**src/sv/sws_pkg.sv**
```systemverilog
// Shared types and constants of the sliding window sender.
package sws_pkg;

    // Most frame descriptors that one send or resend request may produce.
    localparam int MAX_FRAMES = 60;
    localparam int FCNT_W     = 6;

    localparam int WINDOW_W   = 16;
    localparam int OFFSET_W   = 32;
    localparam int FLEN_W     = 11;

    localparam logic [WINDOW_W-1:0] WINDOW_RESET = 16'd4096;

    // Action codes carried in s_tuser.
    localparam logic [1:0] ACT_SEND   = 2'd0;
    localparam logic [1:0] ACT_RESEND = 2'd1;
    localparam logic [1:0] ACT_ACK    = 2'd2;
    // The remaining code is dropped without a result.
    localparam logic [1:0] ACT_UNUSED = 2'd3;

    // Result kinds carried in m_tuser.
    localparam logic [1:0] KIND_FRAME   = 2'd0;
    localparam logic [1:0] KIND_ACK_OK  = 2'd1;
    localparam logic [1:0] KIND_ACK_BAD = 2'd2;

    // Configuration register indexes.
    localparam logic REG_WINDOW = 1'b0;
    localparam logic REG_TOTAL  = 1'b1;

    typedef enum logic [2:0] {
        ST_IDLE,
        ST_WEND,
        ST_LIMIT,
        ST_START,
        ST_FRAMES,
        ST_ACK
    } state_t;

    // Status of one segmentation step.
    typedef struct packed {
        logic seg_last;   // this frame reaches the limit of the run
        logic fin;        // this frame ends at the transfer length
    } seg_flags_t;

endpackage

```
**src/sv/sliding_window_sender.sv**
```systemverilog
// Top level of the sliding window sender: session state, sequencer and output word register.
//
// This block cuts a buffered transfer into frame descriptors under a byte-offset sliding
// window (go-back-N style). An input word carries an action in s_tuser and an acknowledged
// offset in s_tdata. Send-next emits frames from the send pointer, each at most FRAME_BYTES
// long and cut at the window end and at the transfer end, then advances the pointer. Resend
// re-emits the frames between the window head and the send pointer. An acknowledgement
// moves the head forward and answers with one accepted or rejected word. The unused action
// code is swallowed without a result. Writing total_length restarts the session. Timing: the
// block takes one input word at a time and drops s_tready until every result of it has been
// loaded into the output register. An acknowledgement is answered from the acknowledgement
// state once the output register is free. A send or resend is accepted and then sets up the
// window end, the run limit, and then the start offset and run length together, and then
// emits one frame per cycle through the segmentation step unit, up to sixty frames, while
// m_tready keeps the output register free; it stalls while the register is held full. A
// request with nothing to send finishes after the setup with no result. The last result is
// still being offered on the output while the next input word is taken.
module sliding_window_sender #(
    parameter int FRAME_BYTES = 1024
) (
    input  logic        aclk,
    input  logic        aresetn,

    // Configuration write port.
    input  logic        cfg_wr_en,
    input  logic        cfg_wr_addr,
    input  logic [31:0] cfg_wr_data,

    // Input words.
    input  logic        s_tvalid,
    output logic        s_tready,
    input  logic [31:0] s_tdata,    // [31:0] ack_number
    input  logic [1:0]  s_tuser,    // [1:0] action

    // Result words.
    output logic        m_tvalid,
    input  logic        m_tready,
    output logic [47:0] m_tdata,    // [31:0] frame_offset, [42:32] frame_bytes,
                                    // [43] final_frame, [44] final_acked, [47:45] zero
    output logic [1:0]  m_tuser,    // [1:0] result_kind
    output logic        m_tlast     // last_of_run
);

    localparam int OW    = sws_pkg::OFFSET_W;
    localparam int LEN_W = $clog2(FRAME_BYTES + 1);
    // The effective window never exceeds sixty frames.
    localparam logic [OW-1:0] WIN_CAP = OW'(sws_pkg::MAX_FRAMES * FRAME_BYTES);

    sws_pkg::state_t state_reg, state_next;

    // Configuration registers.
    logic [sws_pkg::WINDOW_W-1:0] window_reg;
    logic [OW-1:0]                total_reg;

    // Session state.
    logic [OW-1:0] head_reg;
    logic [OW-1:0] ptr_reg;
    logic          fpend_reg;
    logic [OW-1:0] fseq_reg;
    logic          facked_reg;

    // Captured input word.
    logic [1:0]    act_reg;
    logic [OW-1:0] ack_reg;

    // Run registers of the sequencer.
    logic [OW:0]                 wend_reg;
    logic [OW-1:0]               lim_reg;
    logic                        lim_tot_reg;
    logic [OW-1:0]               cursor_reg;
    logic [OW-1:0]               rem_reg;
    logic [sws_pkg::FCNT_W-1:0]  fcnt_reg;

    // Output word register.
    logic                      m_tvalid_reg;
    logic [1:0]                m_kind_reg;
    logic [OW-1:0]             m_off_reg;
    logic [sws_pkg::FLEN_W-1:0] m_len_reg;
    logic                      m_fin_reg;
    logic                      m_facked_reg;
    logic                      m_last_reg;

    // Control strobes from the sequencer.
    logic in_take;
    logic out_free;
    logic do_wend;
    logic do_limit;
    logic do_start;
    logic emit_frame;
    logic emit_ack;

    // Datapath values.
    logic [sws_pkg::WINDOW_W-1:0] wcap;
    logic [OW-1:0]                bound;
    logic [OW-1:0]                start;
    logic                         wend_below;
    logic [OW:0]                  run_diff;
    logic                         run_empty;
    logic                         run_end;
    logic                         ack_hit;
    logic                         ack_ok;

    logic [LEN_W-1:0]      seg_len;
    logic [OW-1:0]         seg_next_cursor;
    logic [OW-1:0]         seg_next_rem;
    sws_pkg::seg_flags_t   seg_flags;

    sws_seg_step #(
        .FRAME_BYTES (FRAME_BYTES)
    ) u_seg (
        .cursor_i      (cursor_reg),
        .rem_i         (rem_reg),
        .lim_total_i   (lim_tot_reg),
        .len_o         (seg_len),
        .next_cursor_o (seg_next_cursor),
        .next_rem_o    (seg_next_rem),
        .flags_o       (seg_flags)
    );

    // Oversized windows act as sixty frames.
    assign wcap = (OW'(window_reg) > WIN_CAP) ? sws_pkg::WINDOW_W'(WIN_CAP) : window_reg;

    // Send runs up to the smaller of window end and transfer end, starting at the send
    // pointer. Resend runs from the head up to the smaller of window end and send pointer.
    assign bound      = (act_reg == sws_pkg::ACT_SEND) ? total_reg : ptr_reg;
    assign start      = (act_reg == sws_pkg::ACT_SEND) ? ptr_reg : head_reg;
    assign wend_below = (wend_reg < {1'b0, bound});

    // A borrow means the start lies past the limit, as after a shrunken window.
    assign run_diff  = {1'b0, lim_reg} - {1'b0, start};
    assign run_empty = run_diff[OW] || (run_diff[OW-1:0] == '0);

    assign run_end = seg_flags.seg_last ||
                     (fcnt_reg == sws_pkg::FCNT_W'(sws_pkg::MAX_FRAMES - 1));

    assign ack_hit = fpend_reg && (ack_reg == fseq_reg);
    assign ack_ok  = (ack_reg <= ptr_reg);

    assign out_free = !m_tvalid_reg || m_tready;
    assign in_take  = s_tvalid && s_tready;

    // Next state.
    always_comb begin
        state_next = state_reg;
        case (state_reg)
            sws_pkg::ST_IDLE: begin
                if (in_take) begin
                    if (s_tuser == sws_pkg::ACT_ACK) begin
                        state_next = sws_pkg::ST_ACK;
                    end else if (s_tuser == sws_pkg::ACT_SEND ||
                                 s_tuser == sws_pkg::ACT_RESEND) begin
                        state_next = sws_pkg::ST_WEND;
                    end
                end
            end
            sws_pkg::ST_WEND:  state_next = sws_pkg::ST_LIMIT;
            sws_pkg::ST_LIMIT: state_next = sws_pkg::ST_START;
            sws_pkg::ST_START: begin
                state_next = run_empty ? sws_pkg::ST_IDLE : sws_pkg::ST_FRAMES;
            end
            sws_pkg::ST_FRAMES: begin
                if (out_free && run_end) begin
                    state_next = sws_pkg::ST_IDLE;
                end
            end
            sws_pkg::ST_ACK: begin
                if (out_free) begin
                    state_next = sws_pkg::ST_IDLE;
                end
            end
            default: state_next = sws_pkg::ST_IDLE;
        endcase
    end

    // Sequencer outputs.
    always_comb begin
        s_tready   = 1'b0;
        do_wend    = 1'b0;
        do_limit   = 1'b0;
        do_start   = 1'b0;
        emit_frame = 1'b0;
        emit_ack   = 1'b0;
        case (state_reg)
            sws_pkg::ST_IDLE:   s_tready   = 1'b1;
            sws_pkg::ST_WEND:   do_wend    = 1'b1;
            sws_pkg::ST_LIMIT:  do_limit   = 1'b1;
            sws_pkg::ST_START:  do_start   = !run_empty;
            sws_pkg::ST_FRAMES: emit_frame = out_free;
            sws_pkg::ST_ACK:    emit_ack   = out_free;
            default: ;
        endcase
    end

    always_ff @(posedge aclk) begin
        if (!aresetn) begin
            state_reg    <= sws_pkg::ST_IDLE;
            window_reg   <= sws_pkg::WINDOW_RESET;
            total_reg    <= '0;
            head_reg     <= '0;
            ptr_reg      <= '0;
            fpend_reg    <= 1'b0;
            fseq_reg     <= '0;
            facked_reg   <= 1'b0;
            m_tvalid_reg <= 1'b0;
        end else begin
            state_reg <= state_next;

            if (in_take) begin
                act_reg <= s_tuser;
                ack_reg <= s_tdata;
            end

            if (do_wend) begin
                wend_reg <= {1'b0, head_reg} + (OW + 1)'(wcap);
            end

            // The run limit equals the transfer end only when the window reaches at least to the
            // bound and the bound itself is the transfer end.
            if (do_limit) begin
                lim_reg     <= wend_below ? wend_reg[OW-1:0] : bound;
                lim_tot_reg <= !wend_below &&
                               (act_reg == sws_pkg::ACT_SEND || ptr_reg == total_reg);
            end

            if (do_start) begin
                cursor_reg <= start;
                rem_reg    <= run_diff[OW-1:0];
                fcnt_reg   <= '0;
            end

            if (emit_frame) begin
                cursor_reg <= seg_next_cursor;
                rem_reg    <= seg_next_rem;
                fcnt_reg   <= fcnt_reg + 1'b1;
                if (act_reg == sws_pkg::ACT_SEND) begin
                    ptr_reg <= seg_next_cursor;
                    if (seg_flags.fin) begin
                        fpend_reg <= 1'b1;
                        fseq_reg  <= cursor_reg;
                    end
                end
            end

            if (emit_ack) begin
                if (ack_hit) begin
                    fpend_reg  <= 1'b0;
                    facked_reg <= 1'b1;
                end
                if (ack_ok && ack_reg > head_reg) begin
                    head_reg <= ack_reg;
                end
            end

            if (emit_frame || emit_ack) begin
                m_tvalid_reg <= 1'b1;
            end else if (m_tready) begin
                m_tvalid_reg <= 1'b0;
            end

            // The user must write configuration only while idle; the block itself does not enforce this.
            if (cfg_wr_en) begin
                if (cfg_wr_addr == sws_pkg::REG_WINDOW) begin
                    window_reg <= cfg_wr_data[sws_pkg::WINDOW_W-1:0];
                end else begin
                    total_reg  <= cfg_wr_data;
                    head_reg   <= '0;
                    ptr_reg    <= '0;
                    fpend_reg  <= 1'b0;
                    fseq_reg   <= '0;
                    facked_reg <= 1'b0;
                end
            end
        end
    end

    // Output word payload.
    always_ff @(posedge aclk) begin
        if (emit_frame) begin
            m_kind_reg   <= sws_pkg::KIND_FRAME;
            m_off_reg    <= cursor_reg;
            m_len_reg    <= sws_pkg::FLEN_W'(seg_len);
            m_fin_reg    <= seg_flags.fin;
            m_facked_reg <= facked_reg;
            m_last_reg   <= run_end;
        end else if (emit_ack) begin
            m_kind_reg   <= ack_ok ? sws_pkg::KIND_ACK_OK : sws_pkg::KIND_ACK_BAD;
            m_off_reg    <= '0;
            m_len_reg    <= '0;
            m_fin_reg    <= 1'b0;
            m_facked_reg <= facked_reg || ack_hit;
            m_last_reg   <= 1'b1;
        end
    end

    assign m_tvalid = m_tvalid_reg;
    assign m_tuser  = m_kind_reg;
    assign m_tlast  = m_last_reg;
    assign m_tdata  = {3'b000, m_facked_reg, m_fin_reg, m_len_reg, m_off_reg};

    // The send pointer never runs past the end of the transfer.
    a_ptr_in_transfer: assert property (@(posedge aclk) disable iff (!aresetn)
        ptr_reg <= total_reg)
        else $error("send pointer beyond transfer length");

    // The window head never passes the send pointer.
    a_head_behind_ptr: assert property (@(posedge aclk) disable iff (!aresetn)
        head_reg <= ptr_reg)
        else $error("window head ahead of send pointer");

    // A run never exceeds the frame limit.
    a_frame_count: assert property (@(posedge aclk) disable iff (!aresetn)
        state_reg == sws_pkg::ST_FRAMES |-> fcnt_reg < sws_pkg::FCNT_W'(sws_pkg::MAX_FRAMES))
        else $error("frame count past limit");

    // An accepted acknowledgement word always moves the sequencer to the acknowledgement state.
    a_ack_path: assert property (@(posedge aclk) disable iff (!aresetn)
        in_take && s_tuser == sws_pkg::ACT_ACK |=> state_reg == sws_pkg::ST_ACK)
        else $error("acknowledgement not sequenced");

endmodule

```
**src/sv/sws_seg_step.sv**
```systemverilog
// Segmentation step unit: cuts one frame off the bytes left before the limit.
module sws_seg_step #(
    parameter int FRAME_BYTES = 1024
) (
    input  logic [sws_pkg::OFFSET_W-1:0]        cursor_i,
    input  logic [sws_pkg::OFFSET_W-1:0]        rem_i,
    input  logic                                lim_total_i,
    output logic [$clog2(FRAME_BYTES+1)-1:0]    len_o,
    output logic [sws_pkg::OFFSET_W-1:0]        next_cursor_o,
    output logic [sws_pkg::OFFSET_W-1:0]        next_rem_o,
    output sws_pkg::seg_flags_t                 flags_o
);

    localparam int LEN_W = $clog2(FRAME_BYTES + 1);
    localparam logic [sws_pkg::OFFSET_W-1:0] FB_W = sws_pkg::OFFSET_W'(FRAME_BYTES);

    logic short_seg;

    // The last frame of a run is the one that fits entirely in what is left.
    assign short_seg     = (rem_i <= FB_W);
    assign len_o         = short_seg ? rem_i[LEN_W-1:0] : LEN_W'(FRAME_BYTES);
    assign next_cursor_o = cursor_i + sws_pkg::OFFSET_W'(len_o);
    assign next_rem_o    = rem_i - sws_pkg::OFFSET_W'(len_o);

    assign flags_o.seg_last = short_seg;
    assign flags_o.fin      = short_seg & lim_total_i;

endmodule
```
**config.mk**
```make
export PLATFORM = sky130hd
export DESIGN_NAME = sliding_window_sender
export DESIGN_NICKNAME = d
export VERILOG_FILES = /design/src/sv/sws_pkg.sv /design/src/sv/sliding_window_sender.sv /design/src/sv/sws_seg_step.sv
export SDC_FILE = /design/constraint.sdc
export NUM_CORES = 1
export LEC_CHECK = 0
export ABC_AREA = 1
export BUFFER_PORTS_ARGS = -buffer_cell sky130_fd_sc_hd__buf_2
export CORE_AREA = 8 8 205 207
export DETAILED_ROUTE_END_ITERATION = 7
export DIE_AREA = 0 0 213 215
export PLACE_DENSITY = 0.81
export SYNTH_ARGS = -nofsm -noshare
export SYNTH_HDL_FRONTEND = slang
export SYNTH_HIERARCHICAL = 1
export SYNTH_SLANG_ARGS = --single-unit
```
**constraint.sdc**
```tcl
create_clock -name aclk -period 8.31 [get_ports aclk]
set_input_delay 0.4155 -clock aclk [delete_from_list [all_inputs] [get_ports aclk]]
set_output_delay 0.4155 -clock aclk [all_outputs]
set_load 0.05 [all_outputs]
```
==> results.json <==
{
  "worstPathRequired_ns": 8.52,
  "antenna_found_initial": 4,
  "postCtsSetupBuffers": 0,
  "status": "completed",
  "dpl-instance-area_sq_um": 23800,
  "die-area_sq_um": 45800,
  "slowest_stage": "buf_4",
  "slew_violations": 0,
  "r2r-start": "act_reg[1]",
  "netlist_instances": 2920,
  "fp-row-count": 73,
  "grt_pass1_wl_mm": 119,
  "clockBufferDepth": 3,
  "hp-class": "in2reg",
  "largest_reg_flops": 33,
  "synthTopCellsByArea": "edfxtp_1 (28%), dfxtp_1 (13%), nand2_1 (9.5%)",
  "tightest_slew_ns": 1.29,
  "cp-startpoint": "act_reg[1]",
  "yosys_warnings": 6,
  "gp_congestion": 1.07,
  "ys_seq_elements": 368,
  "critPathMaxFanout": 70,
  "slew_headroom_pct": 13.5,
  "hold_violations": 0,
  "fmax_ghz": 0.202,
  "fin_crit_ns": 4.94,
  "min_period_over_period_pct": 59.5,
  "drt_iter0_drc": 2559,
  "yosysTopAreaCellShare_pct": 28.4,
  "vdd_ir_drop_max_mv": 0.203,
  "area.growth.synth_to_final_pct": 11.0,
  "ant_nets": 0,
  "cts_tree": "done",
  "avgSynthCellArea_sq_um": 7.82,
  "synth_cell_type_count": 62,
  "numCtsBuffers": 41,
  "gr-total-overflow": 0,
  "total_power_mw": 5.84,
  "cts_root_buf": "clkbuf_16",
  "vias_per_cell": 5.91,
  "yosysTopAreaCell": "edfxtp_1",
  "clk_latency_ns": 0.59,
  "setup_viol": 0,
  "arrival_ns": 5.15,
  "stdcell_count": 3580,
  "synthFlopType": "edfxtp_1",
  "finClkSkew_ns": 0.0381,
  "die_h_um": 215,
  "grt_max_degree": 87,
  "cp_num_buf_inv": 3,
  "dp_hpwl_mm": 62.9,
  "cts.sinks": 368,
  "cap_viol_max_count": 0,
  "fin_tns_setup_ns": 0,
  "rsz0062_at_grt": "false",
  "netlist_area_sq_um": 22800,
  "clk_pin_slew_ns": 0.06,
  "synth_edf_count": 216,
  "finalWirelength_mm": 79.4,
  "die_x_um": 213,
  "min_from": "s_tdata[13]",
  "drc": 0,
  "crit_top_cell": "nand2_1",
  "path_class": "reg2reg",
  "wire_per_inst_um": 22.2,
  "cp-end-kind": "flop",
  "vias": 21162,
  "dr.pass1.iters": 7,
  "io_pins": 125,
  "p_leak_nw": 10.8,
  "core-area_sq_um": 39000,
  "startpoint_type": "flop",
  "dpl.cell_count": 3487,
  "start_util_pct": 58.5,
  "drive_gt1_share_pct": 10.1,
  "track_usage_pct": 34.2,
  "powerDensity_nw_per_um2": 231,
  "crit_chain": "nor2_4 -> buf_4 -> o21ai_0 -> ha_1 -> a21oi_1 -> inv_1 -> nand3_1 -> nand2_1 -> a21oi_1 -> nand4_1 -> nand2_1 -> nor2_1 -> nand2_1 -> nor2_1 -> nand3_1 -> nand2_1 -> a21oi_4 -> buf_4",
  "async_flop_share_pct": 0,
  "htree_num_levels": 2,
  "max_stage_delay_ns": 0.72,
  "critPathTopFamily": "buffers and inverters",
  "design_area_sq_um": 25300,
  "ys_seq_area_share_pct": 41.7,
  "portBuffers": 121,
  "nets": 3239,
  "grt_pass1_vias": 20106
}
## final timing paths
| kind | endpoint | slack [ns] | depth (start not counted) |
|---|---|---|---|
| max | cursor_reg[29] | 3.37 | 18 |
| min | ack_reg[13] | 0.009 | 1 |
| max reg2reg | cursor_reg[29] | 3.37 | 18 |
| min reg2reg | window_reg[11] | 0.48 | 2 |
## worst reg2reg max path, cell delays in order, from the launching register on
cell and delay [ns]:
edfxtp_1 0.43, nor2_4 0.12, buf_4 0.56, o21ai_0 0.44, ha_1 0.51, a21oi_1 0.39
inv_1 0.10, nand3_1 0.13, nand2_1 0.11, a21oi_1 0.23, nand4_1 0.17, nand2_1 0.12
nor2_1 0.04, nand2_1 0.05, nor2_1 0.04, nand3_1 0.09, nand2_1 0.10, a21oi_4 0.12
buf_4 0.72
## where the power goes
part / leakage (nW) / internal, mW / total (mW) / switching, mW
Sequential: 3.23 / 2.21 / 2.39 / 0.183
Combinational: 6.89 / 0.465 / 1.63 / 1.16
Clock: 0.661 / 1.05 / 1.83 / 0.773
## kinds of logic (layout without fill, tap and decap cells)
family	count (synthesis)	after routing	synth area share, %
buffers and inverters	456	587	7.78
AND/OR/NAND/NOR	1221	1221	23.4
AO/OA/AOI/OAI	612	612	14.5
adder cells (fa/ha/maj)	147	147	8.15
flip-flops	368	368	41.7
other	2	6	0.0329
XOR/XNOR	114	114	4.41
## what timing repair did
item | in CTS | in global routing
endpoints found under the hold margin | 15 | 0
setup endpoints to repair | 0 | 0
hold buffers | 15 | 0
gates resized for setup | 0 | 0
## through the flow
stage / utilization, % / worst slack, ns / hold slack (ns)
detailed placement: 61.1 / 3.53 / 0.465
floorplan: - / 1.72 / 0.435
finish: 65.0 / 3.37 / 0.00895
CTS: 65.0 / 3.50 / 0.00149
global route: 65.0 / 3.12 / 0.000284
global placement: 61.1 / 3.55 / 0.452
## cell usage in the layout (no fill, tap or decap), drive strengths merged, types with 6 or more instances in the layout
master,instances
nand3b,7
nand2,611
dfxtp,152
xnor2,41
xor2,73
buf,135
inv,360
o22ai,6
o211ai,7
nor2,363
o21bai,11
edfxtp,216
nand4,52
o21ai,288
a21oi,240
nor3,34
a31oi,21
or2,6
ha,144
nand3,131
dlygate4sd3,15
a211oi,11
nor4,12
clkinv,16
clkbuf,59
## layout make-up
cell class,count,area (sq um)
Multi-Input combinational cell,2098,11600
Sequential cell,368,9530
Timing Repair Buffer,150,861
Inverter,361,1360
Tap cell,525,657
Antenna cell,2,5.00
Clock buffer,59,1180
Fill cell,3410,13700
Clock inverter,17,168
## routing by layer
layer	GRT usage (%)	routed length (um)	vias up	part of all wire [%]
li1	-	-	9978	-
met1	44.2	31600	9860	40
met2	53.9	36000	1075	45
met3	6.03	6930	247	8.7
met4	18.2	4940	2	6.2
met5	0	14	-	0.018
## cells in the mapped netlist, types with 11 or more instances
| cell | instances |
|---|---|
| a211oi_1 | 11 |
| a21oi_1 | 238 |
| a31oi_1 | 21 |
| clkbuf_1 | 72 |
| dfxtp_1 | 152 |
| edfxtp_1 | 216 |
| ha_1 | 144 |
| inv_1 | 350 |
| nand2_1 | 577 |
| nand2_2 | 27 |
| nand3_1 | 109 |
| nand3_2 | 21 |
| nand4_1 | 52 |
| nor2_1 | 343 |
| nor2_2 | 17 |
| nor3_1 | 33 |
| o21ai_0 | 279 |
| xnor2_1 | 41 |
| xor2_1 | 72 |
(Power assumes the default switching activity.)
